File: src/hw/rtl/cbps_pkg.sv
// ----------------------------------------------------------------------------
// cbps_pkg
// Shared types, register map and microcode program of the cubic Bezier
// path stepper.
// ----------------------------------------------------------------------------
package cbps_pkg;

  localparam int PT_W       = 48;
  localparam int CFG_AW     = 6;
  localparam int CFG_DW     = 64;
  localparam int STEP_RESET = 131;
  localparam int STEP_W     = 4;

  // register indexes, taken from paddr[5:3]
  localparam logic [2:0] REG_START_POINT   = 3'd0;
  localparam logic [2:0] REG_FIRST_HANDLE  = 3'd1;
  localparam logic [2:0] REG_SECOND_HANDLE = 3'd2;
  localparam logic [2:0] REG_END_POINT     = 3'd3;
  localparam logic [2:0] REG_PARAM_STEP    = 3'd4;

  localparam logic [1:0] AXIS_LAST = 2'd2;
  localparam logic [STEP_W-1:0] LOOP_STEP = 4'd6;

  typedef enum logic {
    SQ_IDLE,
    SQ_RUN
  } seq_state_t;

  // multiplier operand a (unsigned)
  typedef enum logic [2:0] {
    OPA_T,
    OPA_U,
    OPA_T2,
    OPA_U2,
    OPA_W0,
    OPA_W1,
    OPA_W2,
    OPA_W3
  } opa_t;

  // multiplier operand b (signed)
  typedef enum logic [2:0] {
    OPB_T,
    OPB_U,
    OPB_P0,
    OPB_P1,
    OPB_P2,
    OPB_P3
  } opb_t;

  // where the registered product is written, in the cycle after its step
  typedef enum logic [3:0] {
    DST_NONE,
    DST_T2,
    DST_U2,
    DST_T3,
    DST_U3,
    DST_W1,
    DST_W2,
    DST_ACC_FIRST,
    DST_ACC_ADD,
    DST_ACC_LAST
  } dst_t;

  typedef enum logic [1:0] {
    BR_NEXT,
    BR_AXIS,
    BR_EMIT
  } br_t;

  typedef struct packed {
    opa_t             opa;
    opb_t             opb;
    dst_t             dst;
    br_t              br;
    logic [STEP_W-1:0] tgt;
  } uword_t;

  typedef struct packed {
    logic       start;
    logic       emit;
    opa_t       opa;
    opb_t       opb;
    dst_t       dst;
    logic [1:0] axis;
  } dp_ctrl_t;

  function automatic uword_t ucode_rom(input logic [STEP_W-1:0] pc);
    uword_t w;
    w = '{opa: OPA_T, opb: OPB_T, dst: DST_NONE, br: BR_NEXT, tgt: '0};
    unique case (pc)
      4'd0: begin
        w.opa = OPA_T;  w.opb = OPB_T;  w.dst = DST_T2;
      end
      4'd1: begin
        w.opa = OPA_U;  w.opb = OPB_U;  w.dst = DST_U2;
      end
      4'd2: begin
        w.opa = OPA_T2; w.opb = OPB_T;  w.dst = DST_T3;
      end
      4'd3: begin
        w.opa = OPA_U2; w.opb = OPB_U;  w.dst = DST_U3;
      end
      4'd4: begin
        w.opa = OPA_U2; w.opb = OPB_T;  w.dst = DST_W1;
      end
      4'd5: begin
        w.opa = OPA_T2; w.opb = OPB_U;  w.dst = DST_W2;
      end
      4'd6: begin
        w.opa = OPA_W0; w.opb = OPB_P0; w.dst = DST_ACC_FIRST;
      end
      4'd7: begin
        w.opa = OPA_W1; w.opb = OPB_P1; w.dst = DST_ACC_ADD;
      end
      4'd8: begin
        w.opa = OPA_W2; w.opb = OPB_P2; w.dst = DST_ACC_ADD;
      end
      4'd9: begin
        w.opa = OPA_W3; w.opb = OPB_P3; w.dst = DST_ACC_LAST;
        w.br  = BR_AXIS; w.tgt = LOOP_STEP;
      end
      4'd10: begin
        // drain the last accumulate
        w.br = BR_NEXT;
      end
      default: begin
        w.br = BR_EMIT;
      end
    endcase
    return w;
  endfunction

endpackage

File: src/hw/rtl/cbps_cfg_regs.sv
// ----------------------------------------------------------------------------
// cbps_cfg_regs
// APB register file: four control points and the parameter step.
// ----------------------------------------------------------------------------
module cbps_cfg_regs #(
  parameter int PARAM_FRAC_BITS = 16
) (
  input  logic                                 clk,
  input  logic                                 rst_n,
  input  logic                                 cfg_psel,
  input  logic                                 cfg_penable,
  input  logic                                 cfg_pwrite,
  input  logic [cbps_pkg::CFG_AW-1:0]          cfg_paddr,
  input  logic [cbps_pkg::CFG_DW-1:0]          cfg_pwdata,
  output logic [cbps_pkg::CFG_DW-1:0]          cfg_prdata,
  output logic                                 cfg_pready,
  output logic [3:0][cbps_pkg::PT_W-1:0]       points_o,
  output logic [PARAM_FRAC_BITS:0]             step_o
);
  import cbps_pkg::*;

  localparam int PW = PARAM_FRAC_BITS + 1;

  logic [3:0][PT_W-1:0] points_r;
  logic [PW-1:0]        step_r;
  logic [2:0]           idx;
  logic                 wr_en;

  assign idx        = cfg_paddr[CFG_AW-1:3];
  assign cfg_pready = 1'b1;
  assign wr_en      = cfg_psel & cfg_penable & cfg_pwrite & cfg_pready;

  always_ff @(posedge clk) begin
    if (!rst_n) begin
      points_r <= '0;
      step_r   <= PW'(STEP_RESET);
    end else if (wr_en) begin
      unique case (idx)
        REG_START_POINT:   points_r[0] <= cfg_pwdata[PT_W-1:0];
        REG_FIRST_HANDLE:  points_r[1] <= cfg_pwdata[PT_W-1:0];
        REG_SECOND_HANDLE: points_r[2] <= cfg_pwdata[PT_W-1:0];
        REG_END_POINT:     points_r[3] <= cfg_pwdata[PT_W-1:0];
        REG_PARAM_STEP:    step_r      <= cfg_pwdata[PW-1:0];
        default: ;
      endcase
    end
  end

  always_comb begin
    unique case (idx)
      REG_START_POINT:   cfg_prdata = CFG_DW'(points_r[0]);
      REG_FIRST_HANDLE:  cfg_prdata = CFG_DW'(points_r[1]);
      REG_SECOND_HANDLE: cfg_prdata = CFG_DW'(points_r[2]);
      REG_END_POINT:     cfg_prdata = CFG_DW'(points_r[3]);
      REG_PARAM_STEP:    cfg_prdata = CFG_DW'(step_r);
      default:           cfg_prdata = '0;
    endcase
  end

  assign points_o = points_r;
  assign step_o   = step_r;

endmodule

File: src/hw/rtl/cbps_useq.sv
// ----------------------------------------------------------------------------
// cbps_useq
// Microcode sequencer: step counter, axis loop counter and branch logic
// over the program held in the package.
// ----------------------------------------------------------------------------
module cbps_useq (
  input  logic               clk,
  input  logic               rst_n,
  input  logic               in_valid_i,
  output logic               in_ready_o,
  input  logic               out_free_i,
  output cbps_pkg::dp_ctrl_t ctrl_o
);
  import cbps_pkg::*;

  seq_state_t        state_r, state_nxt;
  logic [STEP_W-1:0] pc_r, pc_nxt;
  logic [1:0]        axis_r, axis_nxt;
  uword_t            uw;

  assign uw = ucode_rom(pc_r);

  always_ff @(posedge clk) begin
    if (!rst_n) begin
      state_r <= SQ_IDLE;
      pc_r    <= '0;
      axis_r  <= '0;
    end else begin
      state_r <= state_nxt;
      pc_r    <= pc_nxt;
      axis_r  <= axis_nxt;
    end
  end

  always_comb begin
    state_nxt = state_r;
    unique case (state_r)
      SQ_IDLE: if (in_valid_i) state_nxt = SQ_RUN;
      SQ_RUN:  if (uw.br == BR_EMIT && out_free_i) state_nxt = SQ_IDLE;
    endcase
  end

  always_comb begin
    pc_nxt       = pc_r;
    axis_nxt     = axis_r;
    in_ready_o   = 1'b0;
    ctrl_o.start = 1'b0;
    ctrl_o.emit  = 1'b0;
    ctrl_o.opa   = uw.opa;
    ctrl_o.opb   = uw.opb;
    ctrl_o.dst   = DST_NONE;
    ctrl_o.axis  = axis_r;
    unique case (state_r)
      SQ_IDLE: begin
        in_ready_o = 1'b1;
        if (in_valid_i) begin
          ctrl_o.start = 1'b1;
          pc_nxt       = '0;
          axis_nxt     = '0;
        end
      end
      SQ_RUN: begin
        ctrl_o.dst = uw.dst;
        unique case (uw.br)
          BR_NEXT: pc_nxt = pc_r + 1'b1;
          BR_AXIS: begin
            // loop over x, y, z
            if (axis_r == AXIS_LAST) begin
              axis_nxt = '0;
              pc_nxt   = pc_r + 1'b1;
            end else begin
              axis_nxt = axis_r + 1'b1;
              pc_nxt   = uw.tgt;
            end
          end
          BR_EMIT: ctrl_o.emit = out_free_i;
          default: pc_nxt = pc_r;
        endcase
      end
    endcase
  end

endmodule

File: src/hw/rtl/cbps_datapath.sv
// ----------------------------------------------------------------------------
// cbps_datapath
// Parameter register, shared multiplier with product register, weight
// registers, accumulator with round and saturate, and the output register.
// ----------------------------------------------------------------------------
module cbps_datapath #(
  parameter int COORD_WIDTH     = 16,
  parameter int PARAM_FRAC_BITS = 16
) (
  input  logic                            clk,
  input  logic                            rst_n,
  input  cbps_pkg::dp_ctrl_t              ctrl_i,
  input  logic                            cmd_i,
  input  logic [PARAM_FRAC_BITS+2:0]      new_param_i,
  input  logic [3:0][cbps_pkg::PT_W-1:0]  points_i,
  input  logic [PARAM_FRAC_BITS:0]        step_i,
  input  logic                            out_ready_i,
  output logic                            out_valid_o,
  output logic                            out_free_o,
  output logic [COORD_WIDTH-1:0]          pos_x_o,
  output logic [COORD_WIDTH-1:0]          pos_y_o,
  output logic [COORD_WIDTH-1:0]          pos_z_o,
  output logic [PARAM_FRAC_BITS:0]        param_o
);
  import cbps_pkg::*;

  localparam int PW     = PARAM_FRAC_BITS + 1;
  localparam int LW     = PARAM_FRAC_BITS + 3;
  localparam int MA_W   = PW + 2;
  localparam int MB_W   = (COORD_WIDTH > PW) ? COORD_WIDTH : PW + 1;
  localparam int PROD_W = MA_W + 1 + MB_W;
  localparam int ACC_W  = PROD_W + 2;

  localparam logic [PW-1:0] ONE = {1'b1, {PARAM_FRAC_BITS{1'b0}}};
  localparam logic signed [PROD_W-1:0] HALF_P =
    {{(PROD_W-PARAM_FRAC_BITS){1'b0}}, 1'b1, {(PARAM_FRAC_BITS-1){1'b0}}};
  localparam logic signed [ACC_W-1:0] HALF_A =
    {{(ACC_W-PARAM_FRAC_BITS){1'b0}}, 1'b1, {(PARAM_FRAC_BITS-1){1'b0}}};
  localparam logic signed [ACC_W-1:0] SAT_HI =
    {{(ACC_W-COORD_WIDTH+1){1'b0}}, {(COORD_WIDTH-1){1'b1}}};
  localparam logic signed [ACC_W-1:0] SAT_LO =
    {{(ACC_W-COORD_WIDTH+1){1'b1}}, {(COORD_WIDTH-1){1'b0}}};

  logic signed [COORD_WIDTH-1:0] coord_w [4][3];

  // coordinate fields; a field starting past bit 63 reads as zero
  for (genvar p = 0; p < 4; p++) begin : g_pt
    for (genvar a = 0; a < 3; a++) begin : g_ax
      if (a * COORD_WIDTH >= 64) begin : g_zero
        assign coord_w[p][a] = '0;
      end else begin : g_fld
        logic [63:0] sh_w;
        assign sh_w          = 64'(points_i[p]) >> (a * COORD_WIDTH);
        assign coord_w[p][a] = sh_w[COORD_WIDTH-1:0];
      end
    end
  end

  logic [PW-1:0]   t_r, t2_r, u2_r, t3_r, u3_r;
  logic [MA_W-1:0] w1_r, w2_r;
  logic signed [PROD_W-1:0] prod_r;
  dst_t            dst_r;
  logic [1:0]      axis_d_r;
  logic signed [ACC_W-1:0]  acc_r;
  logic [COORD_WIDTH-1:0]   pos_r [3];
  logic [COORD_WIDTH-1:0]   out_x_r, out_y_r, out_z_r;
  logic [PW-1:0]   out_t_r;
  logic            out_valid_r;

  logic [PW-1:0]   u_w, t_nxt;
  logic [PW:0]     tick_sum;
  logic [MA_W-1:0] a_op;
  logic signed [MB_W-1:0]   b_op;
  logic signed [PROD_W-1:0] prod_w, rnd_full;
  logic [PW-1:0]   rnd_q;
  logic [MA_W-1:0] rnd_x3;
  logic signed [ACC_W-1:0]  acc_sum, q_w;
  logic [COORD_WIDTH-1:0]   sat_w;

  assign u_w      = ONE - t_r;
  assign tick_sum = {1'b0, t_r} + {1'b0, step_i};

  always_comb begin
    if (cmd_i) begin
      if (new_param_i[LW-1])
        t_nxt = '0;
      else if (new_param_i > {2'b00, ONE})
        t_nxt = ONE;
      else
        t_nxt = new_param_i[PW-1:0];
    end else begin
      // past one wraps to zero, exactly one is kept
      t_nxt = (tick_sum > {1'b0, ONE}) ? '0 : tick_sum[PW-1:0];
    end
  end

  always_comb begin
    unique case (ctrl_i.opa)
      OPA_T:  a_op = MA_W'(t_r);
      OPA_U:  a_op = MA_W'(u_w);
      OPA_T2: a_op = MA_W'(t2_r);
      OPA_U2: a_op = MA_W'(u2_r);
      OPA_W0: a_op = MA_W'(u3_r);
      OPA_W1: a_op = w1_r;
      OPA_W2: a_op = w2_r;
      OPA_W3: a_op = MA_W'(t3_r);
    endcase
  end

  always_comb begin
    unique case (ctrl_i.opb)
      OPB_T:   b_op = MB_W'(t_r);
      OPB_U:   b_op = MB_W'(u_w);
      OPB_P0:  b_op = MB_W'(coord_w[0][ctrl_i.axis]);
      OPB_P1:  b_op = MB_W'(coord_w[1][ctrl_i.axis]);
      OPB_P2:  b_op = MB_W'(coord_w[2][ctrl_i.axis]);
      OPB_P3:  b_op = MB_W'(coord_w[3][ctrl_i.axis]);
      default: b_op = '0;
    endcase
  end

  assign prod_w = $signed({1'b0, a_op}) * b_op;

  assign rnd_full = prod_r + HALF_P;
  assign rnd_q    = rnd_full[PARAM_FRAC_BITS +: PW];
  assign rnd_x3   = MA_W'({rnd_q, 1'b0}) + MA_W'(rnd_q);

  assign acc_sum = acc_r + ACC_W'(prod_r);
  assign q_w     = acc_sum >>> PARAM_FRAC_BITS;

  always_comb begin
    if (q_w > SAT_HI)
      sat_w = SAT_HI[COORD_WIDTH-1:0];
    else if (q_w < SAT_LO)
      sat_w = SAT_LO[COORD_WIDTH-1:0];
    else
      sat_w = q_w[COORD_WIDTH-1:0];
  end

  // control registers
  always_ff @(posedge clk) begin
    if (!rst_n) begin
      t_r         <= '0;
      dst_r       <= DST_NONE;
      out_valid_r <= 1'b0;
    end else begin
      if (ctrl_i.start) t_r <= t_nxt;
      dst_r <= ctrl_i.dst;
      if (ctrl_i.emit)
        out_valid_r <= 1'b1;
      else if (out_ready_i)
        out_valid_r <= 1'b0;
    end
  end

  // multiplier product and writeback
  always_ff @(posedge clk) begin
    prod_r   <= prod_w;
    axis_d_r <= ctrl_i.axis;
    unique case (dst_r)
      DST_T2:        t2_r  <= rnd_q;
      DST_U2:        u2_r  <= rnd_q;
      DST_T3:        t3_r  <= rnd_q;
      DST_U3:        u3_r  <= rnd_q;
      DST_W1:        w1_r  <= rnd_x3;
      DST_W2:        w2_r  <= rnd_x3;
      DST_ACC_FIRST: acc_r <= ACC_W'(prod_r) + HALF_A;
      DST_ACC_ADD:   acc_r <= acc_sum;
      DST_ACC_LAST:  pos_r[axis_d_r] <= sat_w;
      default: ;
    endcase
    if (ctrl_i.emit) begin
      out_x_r <= pos_r[0];
      out_y_r <= pos_r[1];
      out_z_r <= pos_r[2];
      out_t_r <= t_r;
    end
  end

  assign out_free_o  = !out_valid_r || out_ready_i;
  assign out_valid_o = out_valid_r;
  assign pos_x_o     = out_x_r;
  assign pos_y_o     = out_y_r;
  assign pos_z_o     = out_z_r;
  assign param_o     = out_t_r;

endmodule

File: src/hw/rtl/cubic_bezier_path_stepper.sv
// ----------------------------------------------------------------------------
// cubic_bezier_path_stepper
// Steps a curve parameter and evaluates a 3D cubic Bezier point from four
// control points with one shared multiplier under microcode control.
//
//   channel  dir  handshake          payload
//   in_      in   tvalid/tready      tuser: cmd, tdata: new_param
//   out_     out  tvalid/tready      tdata: pos_x, pos_y, pos_z, param_out
//   cfg_     in   psel/penable/pwrite paddr 8*index, pwdata/prdata 64 bits
//
// an item runs from the accept cycle through the microcode program, in which
// the single multiplier issues 6 weight products and 12 coordinate products
// reset clears the parameter to 0, the step to 131 and the points to 0
// a finished result sits in the output register; the next item is taken while
// it waits, and the final step holds only while that register is still full
// ----------------------------------------------------------------------------
module cubic_bezier_path_stepper #(
  parameter int COORD_WIDTH     = 16,
  parameter int PARAM_FRAC_BITS = 16
) (
  input  logic                                   clk,
  input  logic                                   rst_n,
  input  logic                                   in_tvalid,
  output logic                                   in_tready,
  // new_param
  input  logic [((PARAM_FRAC_BITS+3+7)/8)*8-1:0] in_tdata,
  // cmd
  input  logic                                   in_tuser,
  output logic                                   out_tvalid,
  input  logic                                   out_tready,
  // pos_x, pos_y, pos_z, param_out
  output logic [((3*COORD_WIDTH+PARAM_FRAC_BITS+1+7)/8)*8-1:0] out_tdata,
  input  logic                                   cfg_psel,
  input  logic                                   cfg_penable,
  input  logic                                   cfg_pwrite,
  input  logic [cbps_pkg::CFG_AW-1:0]            cfg_paddr,
  input  logic [cbps_pkg::CFG_DW-1:0]            cfg_pwdata,
  output logic [cbps_pkg::CFG_DW-1:0]            cfg_prdata,
  output logic                                   cfg_pready
);
  import cbps_pkg::*;

  localparam int PW     = PARAM_FRAC_BITS + 1;
  localparam int OUT_DW = ((3*COORD_WIDTH+PW+7)/8)*8;
  localparam logic [PW-1:0] ONE = {1'b1, {PARAM_FRAC_BITS{1'b0}}};

  logic [3:0][PT_W-1:0]   points_w;
  logic [PW-1:0]          step_w;
  dp_ctrl_t               dp_ctrl;
  logic                   out_free;
  logic [COORD_WIDTH-1:0] pos_x_w, pos_y_w, pos_z_w;
  logic [PW-1:0]          param_w;

  cbps_cfg_regs #(
    .PARAM_FRAC_BITS (PARAM_FRAC_BITS)
  ) u_cfg (
    .clk         (clk),
    .rst_n       (rst_n),
    .cfg_psel    (cfg_psel),
    .cfg_penable (cfg_penable),
    .cfg_pwrite  (cfg_pwrite),
    .cfg_paddr   (cfg_paddr),
    .cfg_pwdata  (cfg_pwdata),
    .cfg_prdata  (cfg_prdata),
    .cfg_pready  (cfg_pready),
    .points_o    (points_w),
    .step_o      (step_w)
  );

  cbps_useq u_useq (
    .clk        (clk),
    .rst_n      (rst_n),
    .in_valid_i (in_tvalid),
    .in_ready_o (in_tready),
    .out_free_i (out_free),
    .ctrl_o     (dp_ctrl)
  );

  cbps_datapath #(
    .COORD_WIDTH     (COORD_WIDTH),
    .PARAM_FRAC_BITS (PARAM_FRAC_BITS)
  ) u_dp (
    .clk         (clk),
    .rst_n       (rst_n),
    .ctrl_i      (dp_ctrl),
    .cmd_i       (in_tuser),
    .new_param_i (in_tdata[PARAM_FRAC_BITS+2:0]),
    .points_i    (points_w),
    .step_i      (step_w),
    .out_ready_i (out_tready),
    .out_valid_o (out_tvalid),
    .out_free_o  (out_free),
    .pos_x_o     (pos_x_w),
    .pos_y_o     (pos_y_w),
    .pos_z_o     (pos_z_w),
    .param_o     (param_w)
  );

  assign out_tdata = OUT_DW'({param_w, pos_z_w, pos_y_w, pos_x_w});

`ifndef SYNTHESIS
  a_emit_room: assert property (@(posedge clk) disable iff (!rst_n)
    dp_ctrl.emit |-> (!out_tvalid || out_tready))
    else $error("result emitted over an untaken result");

  a_param_range: assert property (@(posedge clk) disable iff (!rst_n)
    out_tvalid |-> (param_w <= ONE))
    else $error("curve parameter above one");

  a_busy_after_accept: assert property (@(posedge clk) disable iff (!rst_n)
    (in_tvalid && in_tready) |=> !in_tready)
    else $error("second transaction taken while evaluating");
`endif

endmodule
File: config.mk
export PLATFORM = sky130hd
export DESIGN_NAME = cubic_bezier_path_stepper
export DESIGN_NICKNAME = d
export VERILOG_FILES = /design/src/hw/rtl/cbps_pkg.sv /design/src/hw/rtl/cbps_cfg_regs.sv /design/src/hw/rtl/cbps_useq.sv /design/src/hw/rtl/cbps_datapath.sv /design/src/hw/rtl/cubic_bezier_path_stepper.sv
export SDC_FILE = /design/constraint.sdc
export NUM_CORES = 2
export LEC_CHECK = 0
export ABC_AREA = 0
export BUFFER_PORTS_ARGS = -buffer_cell sky130_fd_sc_hd__buf_2
export CORE_MARGIN = 2
export CORE_UTILIZATION = 30
export DETAILED_ROUTE_END_ITERATION = 7
export PLACE_DENSITY = 0.53
export SLEW_MARGIN = 25
export SYNTH_ARGS = -nofsm -noshare
export SYNTH_HDL_FRONTEND = slang
export SYNTH_HIERARCHICAL = 1
export SYNTH_SLANG_ARGS = --single-unit
File: constraint.sdc
create_clock -name clk -period 10.45 [get_ports clk]
set_input_delay 0.5225 -clock clk [delete_from_list [all_inputs] [get_ports clk]]
set_output_delay 0.5225 -clock clk [all_outputs]
set_load 0.03 [all_outputs]
==> flow_metrics.py <==
metrics = {
    "route": {
        "totalWireLength_mm": 113,
        "drtIter0Drc": 2175,
        "wl_per_cell_um": 19.4,
        "ant_nets": 0,
        "wl_met2_mm": 53.8,
        "top_layer": "met4",
        "drc": 0,
        "dr_wl_met3_mm": 5.06,
        "viasPerCell": 5.00,
        "dr_total_vias": 29000,
        "drt_pre_antenna_iters": 5,
        "met1_length_mm": 51.6,
    },
    "logic_synthesis": {
        "ys_types": 86,
        "synthFlopType": "dfxtp_1",
        "syn-mean-instance-area_um2": 9.86,
        "synth-seq-cells": 537,
        "yosys.area.top_type": "edfxtp_1",
        "synth_enable_flop_cells": 259,
        "async_reset_ff_share_pct": 0,
        "netlist_area_mm2": 0.0384,
        "yosys.area.top_type_share_pct": 20.2,
        "ys_warn_count": 6,
        "synth_area_leaders": "edfxtp_1 20%, dfxtp_1 14%, fa_1 14%",
        "yosysSeqAreaShare_pct": 34.7,
        "synthCells": 3898,
    },
    "sta": {
        "hold_slack_ps": 173,
        "grt_setup_unrepaired": "no",
        "setup_violations": 0,
        "min_period_over_period_pct": 95.7,
        "finClkSkew_ps": 54.5,
        "fmax_mhz": 100,
        "finalMaxSlewViolations": 0,
        "tns_ps": 0,
        "worst_pin_slew_ps": 1090,
        "fin_crit_ps": 10000,
        "hold_viol_final": 0,
        "max_slew_margin_pct": 27.1,
    },
    "power": {
        "ir_drop_mv": 0.208,
        "power.switching_mw": 4.11,
        "power.internal_mw": 5.94,
        "seqPwrFrac_pct": 25.7,
        "leakagePower_nw": 17.9,
        "power.density_mw_per_mm2": 230,
        "netSwitchingFraction_pct": 40.9,
        "combPwrFrac_pct": 51.8,
        "clkPwrFrac_pct": 22.4,
    },
    "critical_path": {
        "slowest_stage": "o21a_1",
        "start_kind": "register",
        "crit_type": "register to register",
        "reg2regPathDepth": 37,
        "path_max_fanout": 18,
        "r2r-start": "u_useq/pc_r[1]",
        "reg2reg_to": "u_dp/prod_r[35]",
        "worst_path_largest_cell_delay_ps": 760,
        "cp.arrival_ps": 10540,
        "r2r_setup_slack_ps": 450,
        "worst_setup_path_end_kind": "register",
        "worstPathRequired_ps": 10990,
    },
    "floorplan": {
        "coreArea_mm2": 0.127,
        "die_x_um": 362,
        "ios": 241,
        "die_area_mm2": 0.131,
        "die_h_um": 362,
        "rows": 131,
        "start_util_pct": 30.2,
    },
    "clock_tree": {
        "post_cts_buffers": 0,
        "numCtsBuffers": 58,
        "clkTransAtPathRegs_ps": 60,
        "cts_resized": 0,
        "clk_latency_ps": 670,
        "cts_hold_buf": 0,
        "clock_path_buffers": 3,
        "cts_sinks": 537,
        "htree_levels": 2,
        "cts_root_buf": "clkbuf_16",
        "cts_tree": "done",
    },
    "placement": {
        "hpwl_mm": 82.8,
        "portBuffers": 192,
        "place_congestion": 0.847,
    },
    "hold_path": {
        "hold-path-endpoint": "u_useq/state_r",
        "hp-start": "in_tvalid",
        "whs_path_depth": 3,
        "hp-class": "primary input to register",
    },
    "job": {
        "maxCapViolCount": 0,
    },
    "grt": {
        "grt_pass1_vias": 28800,
        "grt_pass1_wl_mm": 175,
        "antenna_found_initial": 3,
        "grt_overflow_total": 0,
        "grt_max_degree": 187,
        "track_usage_pct": 17.0,
    },
    "final_layout": {
        "area_growth_pct": 14.1,
        "fin_nets": 4674,
        "drive_gt1_share_pct": 13.2,
        "fillCellCount": 12900,
    },
    "status": {
        "status": "complete, no violations",
    },
}
==> sequential cells by signal, indices dropped and copies added, names as in the netlist, 16 cells and up <==
register	count
u_dp/pos_x_o	16
u_dp/param_o	17
u_dp/w1_r	19
u_dp/u2_r	17
u_dp/pos_y_o	16
u_dp/pos_r	48
u_dp/prod_r	38
u_cfg/points_o	192
u_dp/t3_r	17
u_dp/t2_r	17
u_dp/t_r	17
u_dp/w2_r	19
u_dp/pos_z_o	16
u_dp/acc_r	40
u_dp/u3_r	17
u_cfg/step_o	17
==> worst max-delay path, delay by kind of cell, from the launching register on <==
family                     cells  cell delay [ps]
DFF                            1              410
AOI/OAI and AO/OA             11             3450
and+or+nand+nor                8             1230
xor gates and xnor gates       1              130
buffers and inverters          9              930
adders and majority gates      8             3690
==> cells by family (layout without fill, tap and decap cells) <==
group	after synthesis	in the layout	synth area share, %
flip-flops	537	537	34.7
XOR/XNOR	125	125	2.85
multiplexers	318	318	9.44
AND/OR/NAND/NOR	1120	1120	13.3
adder cells (fa/ha/maj)	490	490	21.3
AO/OA/AOI/OAI	679	679	11.6
other	3	27	0.0293
buffers and inverters	626	839	6.68
==> worst max-delay path by stage <==
stage	startpoint	end	slack [ps]	cells after the start
2_1_floorplan	u_useq/pc_r[0]	u_dp/prod_r[35]	1940	35
3_3_place_gp	u_useq/pc_r[1]	u_dp/prod_r[35]	650	37
3_5_place_dp	u_useq/pc_r[0]	u_dp/prod_r[35]	600	37
4_1_cts	u_useq/pc_r[1]	u_dp/prod_r[35]	540	37
5_1_grt	u_useq/pc_r[1]	u_dp/prod_r[35]	40	38
6_report	u_useq/pc_r[1]	u_dp/prod_r[35]	450	37
==> routing by layer <==
layer / vias to the layer above / global-route usage [%]
met2: 722 / 28.7
met1: 14500 / 23.6
met3: 120 / 1.61
met5: - / 0
li1: 13600 / -
met4: 0 / 3.92
==> Yosys cell counts, types with 15 or more instances <==
master	n
nand2_1	547
inv_1	404
dfxtp_1	278
fa_1	275
edfxtp_1	259
mux2i_1	251
nor2_1	220
ha_1	215
a21oi_1	169
clkbuf_1	134
o21ai_0	116
nor2b_1	90
xnor2_1	78
a22oi_1	73
nand2b_1	57
and2_1	52
xor2_1	47
a21o_1	44
o22ai_1	43
a221oi_1	42
buf_4	38
nand3_1	38
mux2_2	35
mux4_2	32
buf_2	31
nor3_1	30
o21a_1	30
a31oi_1	19
a22o_1	16
o21ai_1	16
or3_1	15
==> power by group through the flow <==
stage,Sequential [mW],Clock [mW],Combinational [mW]
2_1_floorplan,2.59,0,3.51
3_3_place_gp,2.63,0,5.24
3_5_place_dp,2.63,0,5.25
4_1_cts,2.59,2.31,5.30
5_1_grt,2.60,2.38,5.93
6_report,2.59,2.26,5.21
==> through the flow <==
stage / utilization (%) / cells / cell area [µm²] / setup WS [ps] / power (mW)
2_1_floorplan: - / 3919 / 38500 / 1940 / 6.09
3_3_place_gp: 32.7 / 5683 / 41700 / 655 / 7.87
3_5_place_dp: 32.7 / 5684 / 41700 / 603 / 7.89
4_1_cts: 34.4 / 5794 / 43800 / 538 / 10.2
5_1_grt: 34.4 / 5794 / 43800 / 41.2 / 10.9
6_report: 34.4 / 5797 / 43800 / 454 / 10.1
==> placed cells by master (no fill, tap or decap), types with 47 or more instances in the layout <==
cell type  Yosys  layout
xor2_1        47      47
buf_4         38     128
a21oi_1      169     169
nor2b_1       90      87
ha_1         215     215
clkbuf_16      0      59
nand2b_1      57      57
and2_1        52      52
edfxtp_1     259     259
inv_1        404     404
o21ai_0      116     115
fa_1         275     275
dfxtp_1      278     277
a22oi_1       73      73
xnor2_1       78      78
nand2_1      547     547
mux2i_1      251     251
buf_2         31     190
nor2_1       220     218
==> layout make-up <==
cell class / count / area, µm² / area share (%)
clock buffer: 67 / 1560 / 3.55
timing repair buffer: 325 / 2040 / 4.66
multi-input combinational: 2756 / 22700 / 51.9
tap: 1662 / 2080 / 4.75
antenna: 3 / 7.51 / 0.0171
inverter: 404 / 1520 / 3.46
sequential: 537 / 13300 / 30.5
clock inverter: 43 / 549 / 1.25
No activity file was read; power rests on OpenSTA's default activity.
